`config.mk`:
```
export PLATFORM = sky130hd
export DESIGN_NAME = joystick_drive_mixer_with_ramp
export DESIGN_NICKNAME = d
export VERILOG_FILES = /design/src/hw/rtl/jdm_pkg.sv /design/src/hw/rtl/joystick_drive_mixer_with_ramp.sv /design/src/hw/rtl/jdm_front.sv /design/src/hw/rtl/jdm_queue.sv /design/src/hw/rtl/jdm_back.sv
export SDC_FILE = /design/constraint.sdc
export NUM_CORES = 1
export LEC_CHECK = 0
export BUFFER_PORTS_ARGS = -buffer_cell sky130_fd_sc_hd__buf_2
export CELL_PAD_IN_SITES_DETAIL_PLACEMENT = 1
export CELL_PAD_IN_SITES_GLOBAL_PLACEMENT = 1
export CORE_MARGIN = 5
export CORE_UTILIZATION = 46
export DETAILED_ROUTE_END_ITERATION = 8
export MAX_ROUTING_LAYER = met4
export PLACE_DENSITY_LB_ADDON = 0.1
export SLEW_MARGIN = 20
export SYNTH_ARGS = -nofsm -noshare
export SYNTH_HDL_FRONTEND = slang
export SYNTH_SLANG_ARGS = --single-unit
```
`constraint.sdc`:
```
create_clock -name clk_i -period 14.59 [get_ports clk_i]
set_clock_uncertainty 0.1 [all_clocks]
set_input_delay 1.459 -clock clk_i [delete_from_list [all_inputs] [get_ports clk_i]]
set_output_delay 1.459 -clock clk_i [all_outputs]
set_load 0.05 [all_outputs]
```
`src/hw/rtl/jdm_pkg.sv`:
```
`timescale 1ns / 1ps
// ---------------------------------------------------------------------------
// Joystick drive mixer package
// Shared types, codes and constants for the drive mixer front end, command
// queue and execution back end.
// ---------------------------------------------------------------------------
package jdm_pkg;

  // Configuration register indexes.
  localparam int unsigned CfgIdxW = 3;
  localparam int unsigned CfgDataW = 16;

  localparam logic [CfgIdxW-1:0] CFG_LEFT_TRIM        = 3'd0;
  localparam logic [CfgIdxW-1:0] CFG_RIGHT_TRIM       = 3'd1;
  localparam logic [CfgIdxW-1:0] CFG_STICK_DEADZONE   = 3'd2;
  localparam logic [CfgIdxW-1:0] CFG_SPEED_DEADZONE   = 3'd3;
  localparam logic [CfgIdxW-1:0] CFG_DEFAULT_SPEED    = 3'd4;
  localparam logic [CfgIdxW-1:0] CFG_RAMP_STEP        = 3'd5;
  localparam logic [CfgIdxW-1:0] CFG_RAMP_INTERVAL_MS = 3'd6;
  localparam logic [CfgIdxW-1:0] CFG_KICK_SPEED       = 3'd7;

  // Depth of the queue between the classifier and the executor.
  localparam int unsigned QueueDepth = 2;

  // Arithmetic constants.
  localparam logic [7:0] ArcQ8     = 8'd179;  // arc slow-down factor, Q0.8
  localparam logic [6:0] MapSlope  = 7'd105;  // speed stick slope numerator
  localparam logic [8:0] MapBase   = 9'd150;  // lowest mapped speed
  localparam logic [7:0] KickFloor = 8'd100;  // kept speed below this kicks

  // Drive mode codes as they appear on the result.
  typedef enum logic [2:0] {
    MODE_STOP       = 3'd0,
    MODE_FORWARD    = 3'd1,
    MODE_BACKWARD   = 3'd2,
    MODE_CRAB_LEFT  = 3'd3,
    MODE_CRAB_RIGHT = 3'd4,
    MODE_ROT_CCW    = 3'd5,
    MODE_ROT_CW     = 3'd6
  } mode_e;

  // How the back end has to carry out a command.
  typedef enum logic [1:0] {
    KIND_STOP   = 2'd0,
    KIND_ROTATE = 2'd1,
    KIND_ARC    = 2'd2,
    KIND_RAMP   = 2'd3
  } kind_e;

  // Configuration register file contents.
  typedef struct packed {
    logic [8:0]  left_trim;
    logic [8:0]  right_trim;
    logic [6:0]  stick_deadzone;
    logic [7:0]  speed_deadzone;
    logic [7:0]  default_speed;
    logic [7:0]  ramp_step;
    logic [15:0] ramp_interval_ms;
    logic [7:0]  kick_speed;
  } cfg_t;

  // Classified command passed from the front end to the back end.
  typedef struct packed {
    kind_e       kind;
    mode_e       mode;
    logic        slow_left;
    logic [7:0]  target;
    logic [31:0] now_ms;
  } cmd_t;

endpackage

```
`src/hw/rtl/joystick_drive_mixer_with_ramp.sv`:
```
`timescale 1ns / 1ps
// ---------------------------------------------------------------------------
// Joystick drive mixer with speed ramp
// Turns controller samples into a drive mode and trimmed left and right
// motor duty values, slew-limiting the speed of straight and crab moves.
// ---------------------------------------------------------------------------
// Usage:
//   Samples enter on the s_t* stream and results leave on the m_t* stream;
//   a transfer happens when tvalid and tready are both high. Each sample
//   gives exactly one result, in order.
//   Configuration registers are written through cfg_valid_i / cfg_index_i /
//   cfg_data_i; cfg_ready_o is always high. Write them only while no sample
//   is in flight.
//   Timing: a sample is classified in the cycle of its transfer and queued.
//   The executor takes one sample at a time through its steps (pop with ramp
//   kick and interval check, ramp step, left trim multiply, right trim
//   multiply into the output register) and pops the next sample only once
//   the result is loaded; left and right share the single trim multiplier.
//   If the receiver stalls, the result waits in the output register, the
//   executor holds its finished sample, and the 2-entry queue keeps taking
//   samples until it fills; then s_tready_o drops.
//   Reset restores the register defaults, clears the kept ramp speed and
//   ramp timestamp and empties the queue.
// ---------------------------------------------------------------------------
module joystick_drive_mixer_with_ramp (
  input  logic                         clk_i,
  input  logic                         rst_ni,
  // Sample stream.
  input  logic                         s_tvalid_i,
  output logic                         s_tready_o,
  // stick_x[7:0], stick_y[15:8], speed_stick[23:16], turn_left_held[24],
  // turn_right_held[25], now_ms[57:26], zero [63:58]
  input  logic [63:0]                  s_tdata_i,
  // Result stream.
  output logic                         m_tvalid_o,
  input  logic                         m_tready_i,
  // drive_mode[2:0], left_pwm[10:3], right_pwm[18:11], speed_setting[26:19],
  // zero [31:27]
  output logic [31:0]                  m_tdata_o,
  // Configuration write channel.
  input  logic                         cfg_valid_i,
  output logic                         cfg_ready_o,
  input  logic [jdm_pkg::CfgIdxW-1:0]  cfg_index_i,
  input  logic [jdm_pkg::CfgDataW-1:0] cfg_data_i
);

  jdm_pkg::cfg_t cfg_q;
  jdm_pkg::cmd_t front_cmd, head_cmd;
  logic          push, pop, queue_full, queue_valid;
  logic [2:0]    drive_mode;
  logic [7:0]    left_pwm, right_pwm, speed_setting;

  // Configuration register file.
  assign cfg_ready_o = 1'b1;

  always_ff @(posedge clk_i or negedge rst_ni) begin
    if (!rst_ni) begin
      cfg_q.left_trim        <= 9'd169;
      cfg_q.right_trim       <= 9'd256;
      cfg_q.stick_deadzone   <= 7'd20;
      cfg_q.speed_deadzone   <= 8'd30;
      cfg_q.default_speed    <= 8'd200;
      cfg_q.ramp_step        <= 8'd15;
      cfg_q.ramp_interval_ms <= 16'd30;
      cfg_q.kick_speed       <= 8'd180;
    end else if (cfg_valid_i) begin
      unique case (cfg_index_i)
        jdm_pkg::CFG_LEFT_TRIM:        cfg_q.left_trim        <= cfg_data_i[8:0];
        jdm_pkg::CFG_RIGHT_TRIM:       cfg_q.right_trim       <= cfg_data_i[8:0];
        jdm_pkg::CFG_STICK_DEADZONE:   cfg_q.stick_deadzone   <= cfg_data_i[6:0];
        jdm_pkg::CFG_SPEED_DEADZONE:   cfg_q.speed_deadzone   <= cfg_data_i[7:0];
        jdm_pkg::CFG_DEFAULT_SPEED:    cfg_q.default_speed    <= cfg_data_i[7:0];
        jdm_pkg::CFG_RAMP_STEP:        cfg_q.ramp_step        <= cfg_data_i[7:0];
        jdm_pkg::CFG_RAMP_INTERVAL_MS: cfg_q.ramp_interval_ms <= cfg_data_i;
        jdm_pkg::CFG_KICK_SPEED:       cfg_q.kick_speed       <= cfg_data_i[7:0];
        default: ;
      endcase
    end
  end

  // Classifier.
  jdm_front u_front (
    .s_tvalid_i        (s_tvalid_i),
    .s_tready_o        (s_tready_o),
    .stick_x_i         (s_tdata_i[7:0]),
    .stick_y_i         (s_tdata_i[15:8]),
    .speed_stick_i     (s_tdata_i[23:16]),
    .turn_left_held_i  (s_tdata_i[24]),
    .turn_right_held_i (s_tdata_i[25]),
    .now_ms_i          (s_tdata_i[57:26]),
    .cfg_i             (cfg_q),
    .queue_full_i      (queue_full),
    .push_o            (push),
    .cmd_o             (front_cmd)
  );

  // Command queue.
  jdm_queue u_queue (
    .clk_i   (clk_i),
    .rst_ni  (rst_ni),
    .push_i  (push),
    .cmd_i   (front_cmd),
    .pop_i   (pop),
    .full_o  (queue_full),
    .valid_o (queue_valid),
    .cmd_o   (head_cmd)
  );

  // Executor.
  jdm_back u_back (
    .clk_i           (clk_i),
    .rst_ni          (rst_ni),
    .cfg_i           (cfg_q),
    .valid_i         (queue_valid),
    .cmd_i           (head_cmd),
    .pop_o           (pop),
    .m_tvalid_o      (m_tvalid_o),
    .m_tready_i      (m_tready_i),
    .drive_mode_o    (drive_mode),
    .left_pwm_o      (left_pwm),
    .right_pwm_o     (right_pwm),
    .speed_setting_o (speed_setting)
  );

  assign m_tdata_o = {5'd0, speed_setting, right_pwm, left_pwm, drive_mode};

endmodule

```
`src/hw/rtl/jdm_front.sv`:
```
`timescale 1ns / 1ps
// ---------------------------------------------------------------------------
// Drive mixer front end
// Accepts controller samples, maps the speed stick to a target speed and
// classifies the sample into a stop, rotate, arc or ramped move command.
// ---------------------------------------------------------------------------
module jdm_front (
  input  logic               s_tvalid_i,
  output logic               s_tready_o,
  input  logic signed [7:0]  stick_x_i,
  input  logic signed [7:0]  stick_y_i,
  input  logic signed [7:0]  speed_stick_i,
  input  logic               turn_left_held_i,
  input  logic               turn_right_held_i,
  input  logic [31:0]        now_ms_i,
  input  jdm_pkg::cfg_t      cfg_i,
  input  logic               queue_full_i,
  output logic               push_o,
  output jdm_pkg::cmd_t      cmd_o
);

  logic [7:0]  mag_x, mag_y, mag_s;
  logic [8:0]  map_num;
  logic [14:0] map_prod;
  logic [15:0] map_div;
  logic [8:0]  map_sum;
  logic [7:0]  target;
  logic        x_big, y_big, any_btn;

  // The queue accepts while it has room.
  assign s_tready_o = !queue_full_i;
  assign push_o     = s_tvalid_i && !queue_full_i;

  // Stick magnitudes; the most negative value maps to 128.
  assign mag_x = stick_x_i[7]     ? (~stick_x_i + 8'd1)     : stick_x_i;
  assign mag_y = stick_y_i[7]     ? (~stick_y_i + 8'd1)     : stick_y_i;
  assign mag_s = speed_stick_i[7] ? (~speed_stick_i + 8'd1) : speed_stick_i;

  // Speed map: (128 - s) * 105 / 255 + 150, division by 255 done as a
  // reciprocal with rounding correction, exact for the range used here.
  assign map_num  = 9'd128 - {speed_stick_i[7], speed_stick_i};
  assign map_prod = 15'(map_num) * 15'(jdm_pkg::MapSlope);
  assign map_div  = 16'(map_prod) + 16'd1 + 16'(map_prod >> 8);
  assign map_sum  = {1'b0, map_div[15:8]} + jdm_pkg::MapBase;

  always_comb begin
    if (mag_s < cfg_i.speed_deadzone) begin
      target = cfg_i.default_speed;
    end else if (map_sum[8]) begin
      target = 8'hFF;
    end else begin
      target = map_sum[7:0];
    end
  end

  assign x_big   = mag_x > {1'b0, cfg_i.stick_deadzone};
  assign y_big   = mag_y > {1'b0, cfg_i.stick_deadzone};
  assign any_btn = turn_left_held_i || turn_right_held_i;

  // Classification of the sample into a command.
  always_comb begin
    cmd_o.target    = target;
    cmd_o.now_ms    = now_ms_i;
    cmd_o.slow_left = turn_left_held_i;
    if (y_big && any_btn) begin
      cmd_o.kind = jdm_pkg::KIND_ARC;
      cmd_o.mode = stick_y_i[7] ? jdm_pkg::MODE_FORWARD : jdm_pkg::MODE_BACKWARD;
    end else if (any_btn) begin
      cmd_o.kind = jdm_pkg::KIND_ROTATE;
      cmd_o.mode = turn_left_held_i ? jdm_pkg::MODE_ROT_CCW : jdm_pkg::MODE_ROT_CW;
    end else if (y_big || x_big) begin
      cmd_o.kind = jdm_pkg::KIND_RAMP;
      if (mag_y > mag_x) begin
        cmd_o.mode = stick_y_i[7] ? jdm_pkg::MODE_FORWARD : jdm_pkg::MODE_BACKWARD;
      end else begin
        cmd_o.mode = stick_x_i[7] ? jdm_pkg::MODE_CRAB_LEFT : jdm_pkg::MODE_CRAB_RIGHT;
      end
    end else begin
      cmd_o.kind = jdm_pkg::KIND_STOP;
      cmd_o.mode = jdm_pkg::MODE_STOP;
    end
  end

endmodule

```
`src/hw/rtl/jdm_queue.sv`:
```
`timescale 1ns / 1ps
// ---------------------------------------------------------------------------
// Drive mixer command queue
// Short first-in first-out queue of classified commands between the front
// end and the back end.
// ---------------------------------------------------------------------------
module jdm_queue (
  input  logic          clk_i,
  input  logic          rst_ni,
  input  logic          push_i,
  input  jdm_pkg::cmd_t cmd_i,
  input  logic          pop_i,
  output logic          full_o,
  output logic          valid_o,
  output jdm_pkg::cmd_t cmd_o
);

  localparam int unsigned PtrW = (jdm_pkg::QueueDepth > 1) ? $clog2(jdm_pkg::QueueDepth) : 1;
  localparam int unsigned CntW = $clog2(jdm_pkg::QueueDepth + 1);
  localparam logic [CntW-1:0] DepthCnt = CntW'(jdm_pkg::QueueDepth);
  localparam logic [PtrW-1:0] LastPtr  = PtrW'(jdm_pkg::QueueDepth - 1);

  jdm_pkg::cmd_t   entry_q [jdm_pkg::QueueDepth];
  logic [PtrW-1:0] wr_ptr_q, rd_ptr_q;
  logic [CntW-1:0] count_q;

  assign full_o  = (count_q == DepthCnt);
  assign valid_o = (count_q != '0);
  assign cmd_o   = entry_q[rd_ptr_q];

  // Entry storage.
  always_ff @(posedge clk_i) begin
    if (push_i) begin
      entry_q[wr_ptr_q] <= cmd_i;
    end
  end

  // Pointers and fill count.
  always_ff @(posedge clk_i or negedge rst_ni) begin
    if (!rst_ni) begin
      wr_ptr_q <= '0;
      rd_ptr_q <= '0;
      count_q  <= '0;
    end else begin
      if (push_i) begin
        wr_ptr_q <= (wr_ptr_q == LastPtr) ? '0 : wr_ptr_q + PtrW'(1);
      end
      if (pop_i) begin
        rd_ptr_q <= (rd_ptr_q == LastPtr) ? '0 : rd_ptr_q + PtrW'(1);
      end
      if (push_i && !pop_i) begin
        count_q <= count_q + CntW'(1);
      end else if (pop_i && !push_i) begin
        count_q <= count_q - CntW'(1);
      end
    end
  end

endmodule

```
`src/hw/rtl/jdm_back.sv`:
```
`timescale 1ns / 1ps
// ---------------------------------------------------------------------------
// Drive mixer back end
// Executes queued commands: updates the ramped speed, applies arc scaling,
// applies per-side trims to arc and ramp moves through one shared multiplier and holds the result.
// ---------------------------------------------------------------------------
module jdm_back (
  input  logic          clk_i,
  input  logic          rst_ni,
  input  jdm_pkg::cfg_t cfg_i,
  input  logic          valid_i,
  input  jdm_pkg::cmd_t cmd_i,
  output logic          pop_o,
  output logic          m_tvalid_o,
  input  logic          m_tready_i,
  output logic [2:0]    drive_mode_o,
  output logic [7:0]    left_pwm_o,
  output logic [7:0]    right_pwm_o,
  output logic [7:0]    speed_setting_o
);

  typedef enum logic [1:0] {
    ST_IDLE,
    ST_STEP,
    ST_LEFT,
    ST_RIGHT
  } state_e;

  state_e        state_q;
  jdm_pkg::cmd_t cmd_q;
  logic [15:0]   arc_pre_q;
  logic          due_q;
  logic [7:0]    ramp_q;
  logic [31:0]   last_q;
  logic [7:0]    left_q;
  logic          m_tvalid_q;
  logic [2:0]    drive_mode_q;
  logic [7:0]    left_pwm_q, right_pwm_q, speed_setting_q;

  logic [31:0] elapsed;
  logic [7:0]  kicked;
  logic [8:0]  ramp_up;
  logic [7:0]  ramp_diff;
  logic [7:0]  ramp_d;
  logic        slow_side;
  logic [7:0]  base;
  logic [15:0] mul_a;
  logic [8:0]  mul_b;
  logic [24:0] mul_p;
  logic [7:0]  side_pwm;
  logic        out_free;

  assign pop_o    = (state_q == ST_IDLE) && valid_i;
  assign out_free = !m_tvalid_q || m_tready_i;

  // Kick and interval check for the command at the queue head.
  assign elapsed = cmd_i.now_ms - last_q;
  assign kicked  = (ramp_q < jdm_pkg::KickFloor) ? cfg_i.kick_speed : ramp_q;

  // One ramp step toward the target without overshooting it.
  assign ramp_up   = {1'b0, ramp_q} + {1'b0, cfg_i.ramp_step};
  assign ramp_diff = ramp_q - cmd_q.target;
  always_comb begin
    if (ramp_q < cmd_q.target) begin
      ramp_d = (ramp_up > {1'b0, cmd_q.target}) ? cmd_q.target : ramp_up[7:0];
    end else if (ramp_q > cmd_q.target) begin
      ramp_d = (ramp_diff < cfg_i.ramp_step) ? cmd_q.target : ramp_q - cfg_i.ramp_step;
    end else begin
      ramp_d = ramp_q;
    end
  end

  // Shared trim multiplier; the duty operand is unsigned Q8.8 and the trim is unsigned Q1.8.
  assign slow_side = (cmd_q.kind == jdm_pkg::KIND_ARC) &&
                     ((state_q == ST_LEFT) ? cmd_q.slow_left : !cmd_q.slow_left);
  assign base  = (cmd_q.kind == jdm_pkg::KIND_ARC) ? cmd_q.target : ramp_q;
  assign mul_a = slow_side ? arc_pre_q : {base, 8'd0};
  assign mul_b = (state_q == ST_LEFT) ? cfg_i.left_trim : cfg_i.right_trim;
  assign mul_p = 25'(mul_a) * 25'(mul_b);

  always_comb begin
    case (cmd_q.kind)
      jdm_pkg::KIND_STOP:   side_pwm = 8'd0;
      jdm_pkg::KIND_ROTATE: side_pwm = cmd_q.target;
      default:              side_pwm = mul_p[24] ? 8'hFF : mul_p[23:16];
    endcase
  end

  // Sequencer with kept ramp state and the output register.
  always_ff @(posedge clk_i or negedge rst_ni) begin
    if (!rst_ni) begin
      state_q         <= ST_IDLE;
      cmd_q           <= '0;
      arc_pre_q       <= '0;
      due_q           <= 1'b0;
      ramp_q          <= '0;
      last_q          <= '0;
      left_q          <= '0;
      m_tvalid_q      <= 1'b0;
      drive_mode_q    <= '0;
      left_pwm_q      <= '0;
      right_pwm_q     <= '0;
      speed_setting_q <= '0;
    end else begin
      // The output is loaded when a command finishes, else freed on its transfer.
      if (state_q == ST_RIGHT && out_free) begin
        m_tvalid_q <= 1'b1;
      end else if (m_tvalid_q && m_tready_i) begin
        m_tvalid_q <= 1'b0;
      end
      unique case (state_q)
        ST_IDLE: begin
          if (valid_i) begin
            cmd_q     <= cmd_i;
            arc_pre_q <= 16'(cmd_i.target) * 16'(jdm_pkg::ArcQ8);
            due_q     <= elapsed >= {16'd0, cfg_i.ramp_interval_ms};
            if (cmd_i.kind == jdm_pkg::KIND_RAMP) begin
              ramp_q <= kicked;
            end else if (cmd_i.kind == jdm_pkg::KIND_STOP) begin
              ramp_q <= '0;
            end
            state_q <= ST_STEP;
          end
        end
        ST_STEP: begin
          if (cmd_q.kind == jdm_pkg::KIND_RAMP && due_q) begin
            last_q <= cmd_q.now_ms;
            ramp_q <= ramp_d;
          end
          state_q <= ST_LEFT;
        end
        ST_LEFT: begin
          left_q  <= side_pwm;
          state_q <= ST_RIGHT;
        end
        ST_RIGHT: begin
          if (out_free) begin
            drive_mode_q    <= cmd_q.mode;
            left_pwm_q      <= left_q;
            right_pwm_q     <= side_pwm;
            speed_setting_q <= cmd_q.target;
            state_q         <= ST_IDLE;
          end
        end
        default: state_q <= ST_IDLE;
      endcase
    end
  end

  assign m_tvalid_o      = m_tvalid_q;
  assign drive_mode_o    = drive_mode_q;
  assign left_pwm_o      = left_pwm_q;
  assign right_pwm_o     = right_pwm_q;
  assign speed_setting_o = speed_setting_q;

  // A popped command always goes through the ramp step next.
  a_pop_step: assert property (@(posedge clk_i) disable iff (!rst_ni)
    pop_o |=> state_q == ST_STEP)
    else $error("popped command did not enter the ramp step");

  // Kept ramp state only moves on pop and step; this checks that it holds across the left trim multiply.
  a_ramp_hold: assert property (@(posedge clk_i) disable iff (!rst_ni)
    state_q == ST_LEFT |=> $stable(ramp_q) && $stable(last_q))
    else $error("ramp state changed during trim multiply");

  // A stop result carries zero duty on both sides.
  a_stop_zero: assert property (@(posedge clk_i) disable iff (!rst_ni)
    (m_tvalid_q && drive_mode_q == jdm_pkg::MODE_STOP) |->
      (left_pwm_q == 8'd0 && right_pwm_q == 8'd0))
    else $error("stop result with nonzero duty");

  // A finished command is loaded into the output register with its mode.
  a_out_load: assert property (@(posedge clk_i) disable iff (!rst_ni)
    (state_q == ST_RIGHT && out_free) |=>
      (m_tvalid_q && drive_mode_q == $past(cmd_q.mode)))
    else $error("finished command not presented on the output");

endmodule
```
==> reports/metrics.csv <==
metric;value;unit
outcome;finished, final reports clean;
cts hold-fix bufs;0;
setup_tns;0;ns
Tot GR Track Use;21.5;%
Netlist cell types;92;
Max Fclk;120;MHz
dpl hpwl;45.4;mm
Clk Latency, worst-skew pair;0.56;ns
sequential area share after synthesis;34.8;%
register area;8230;um^2
minimum clock period;8.31;ns
Root Driver;clkbuf_16;
Post-synth ARST share;70.2;%
Remaining DRCs;0;
mean routed wirelength per cell;18.9;um
Die X-Extent;237;um
Slowest cell on crit path;xnor2_1;
Final Cycle Share;57.0;%
Max-Slew Margin vs Limit;47.4;%
worst hold slack;0.373;ns
via count of the first global-routing pass;18254;
final hold viol count;0;
DR vias;16710;
core footprint;51100;um^2
CTS resizes;0;
Yosys reg bits;309;
I/O Buffers;110;
Ys Warns;0;
initial core utilization;46.2;%
crit end category;flop;
Vias/cell;5.43;
critical path required time;14.77;ns
fin util;51.2;%
# rows;83;
Crit. Startpoint;s_tdata_i[16];
largest net degree at the start of global routing;85;
R2R Path Start;u_back.state_q[0]$_DFFE_PN0P_;
grt ovf;0;
Crit Path Category;input pin to flop;
DRT Pass-1 Iters;5;
postcts setup bufs;0;
DRT iter0 DRCs;599;
Avg Inst Size Synth;10.4;um^2
most frequent CP cell;ha_1;
met3 Track Usage GR;2.66;%
die height;237;um
area grow syn2layout;10.9;%
multi-input logic area;14200;um^2
fin nets;2830;
unrepaired setup endpoints after global routing;no;
met1 GRT Util;27.2;%
clk slew on worst S/H paths;0.06;ns
DRT antenna net count;0;
GPL Wtd Cong;0.859;
initial antenna violation count;1;
CTS Sinks;309;
num ports;123;
crit-path max FO;10;
met2 Use GR;37.3;%
CP Launch Type;input pin;
critical path data arrival time;8.49;ns
clk buf depth;3;
Num CTS Buffers;37;
Total Wirelength;58.4;mm
FILL cells;5644;
slew of the pin with the lowest slew margin;0.789;ns
Final setup viols;0;
CTS tree;built;
Gate Count Post-Synth;2272;
total of max-cap violations;0;
HP Start;u_back.cmd_q[41]$_DFFE_PN0P_;
layout cells sized above 1;19.1;%
Synth Flop Type;dfrtp_1;
Final Max Tran Viols;0;
DIE AREA;56000;um^2
Hold WC Path Type;flop to flop;
Post-synth EDFFs;92;
first-pass GRT wire length;96.3;mm
# H-tree levels;2;
slowest cell delay on critical path;0.58;ns
GR peak layer;met2;
mapped cell area;23600;um^2
## path summary, 6_finish.rpt
| path | slack, ns | cells past startpoint | end |
|---|---|---|---|
| worst max register to register | 7.01 | 24 | u_back.left_q[5]$_DFFE_PN0P_ |
| min in group asynchronous | 0.79 | 1 | u_back.drive_mode_o[2]$_DFFE_PN0P_ |
| worst min register to register | 0.37 | 2 | u_back.cmd_q[41]$_DFFE_PN0P_ |
| worst max-delay path | 6.28 | 29 | u_queue.entry_q[0][37]$_DFFE_PP_ |
| worst min-delay path | 0.37 | 2 | u_back.cmd_q[41]$_DFFE_PN0P_ |
| max in group asynchronous | 12.25 | 2 | u_queue.rd_ptr_q$_DFFE_PN0P_ |
## per-stage QoR
stage | instance area [um^2] | std cells | worst slack (ns)
after floorplan | 23600 | 2276 | 7.05
after global placement | 24900 | 3009 | 5.92
after detailed placement | 24900 | 3009 | 5.73
after CTS | 26100 | 3077 | 6.31
after global routing | 26200 | 3080 | 5.67
final | 26200 | 3080 | 6.28
## flip-flops by register name (all words and copies together) (netlist names)
name / cells
u_back.speed_setting_o: 8
u_back.last_q: 32
u_back.left_pwm_o: 8
u_back.due_q: 1
u_back.arc_pre_q: 16
u_back.drive_mode_o: 3
u_back.right_pwm_o: 8
cfg_q: 73
u_queue.rd_ptr_q: 1
u_back.m_tvalid_o: 1
u_back.state_q: 2
u_back.left_q: 8
u_back.cmd_q: 45
u_queue.entry_q: 92
u_back.ramp_q: 8
u_queue.count_q: 2
u_queue.wr_ptr_q: 1
## layout by cell type (no fill, tap or decap), drive strengths merged, types with 4 or more instances in the layout
master  synthesis  layout
edfxtp         92      92
o211ai          5       5
nor3           15      15
xor2           38      38
nor2          132     132
nor2b          30      30
or2             8       8
o21a           30      30
o21bai         12      12
nand3          65      65
nand4          15      15
mux2i          18      18
nor4            9       9
dfstp          26      26
dfrtp         191     191
o221a           7       7
nand2b         33      33
a21o           52      52
and2            7       7
mux2          200     200
ha            251     251
nand2         156     156
inv           265     270
and3            9       9
a21boi          5       5
o41ai           6       6
o31ai           8       8
a21oi         115     115
clkinv          0       8
o21ai         112     112
fa            121     121
buf            10     129
a31oi          16      16
clkbuf         64      50
xnor2          73      73
conb            2       6
or3             8       8
nor3b           4       4
or4             6       6
## cell type report
class                   instances  share of cell area, %
multi-input cells            1628                   54.1
flip-flops and latches        309                   31.4
clock buffers                  50                   3.91
inverters                     265                   3.80
well taps                     680                   3.25
repair buffers                129                   2.78
clock inverters                18                  0.765
diodes                          1                0.00956
## cell usage after synthesis (all sizes together), types with 9 or more instances
library cell / n / area share, %
mux2i: 18 / 0.76
dfstp: 26 / 2.9
o21a: 30 / 0.95
edfxtp: 92 / 12
nand4: 15 / 0.40
nand2b: 33 / 0.87
a31oi: 16 / 0.42
dfrtp: 191 / 20
ha: 251 / 13
nor3: 15 / 0.32
nand2: 156 / 2.5
nor2b: 30 / 0.79
nand3: 65 / 1.4
and3: 9 / 0.25
a21o: 52 / 1.7
xor2: 38 / 1.4
nor4: 9 / 0.33
xnor2: 73 / 2.8
o21bai: 12 / 0.38
fa: 121 / 10
inv: 265 / 4.2
nor2: 132 / 2.1
clkbuf: 64 / 1.0
a21oi: 115 / 2.5
buf: 10 / 0.26
mux2: 200 / 9.5
o21ai: 112 / 2.4
## kinds of logic after synthesis
group	count (synthesis)	share of synthesized area [%]
AND/OR/NAND/NOR	509	10.3
flip-flops	309	34.8
buffers and inverters	339	5.49
other	2	0.0318
AO/OA/AOI/OAI	411	11.2
adder cells (fa/ha/maj)	373	23.6
XOR/XNOR	111	4.23
multiplexers	218	10.3
## worst max-delay path: cells and delay by family
family,cells,cell delay (ns)
xor+xnor,4,1.52
compound gates,9,1.51
fa+ha+maj,9,2.89
buf+inv,3,0.35
simple gates,4,0.73
## per-layer routing
layer / up-vias / routed length, um
met4: 0 / 1210
met5: - / 0
met1: 8403 / 26200
li1: 8025 / -
met3: 72 / 1630
met2: 210 / 29300
Power is left out: the tool's default activity adds up to more than one toggle a clock period on the data nets, which glitch-free logic cannot reach.
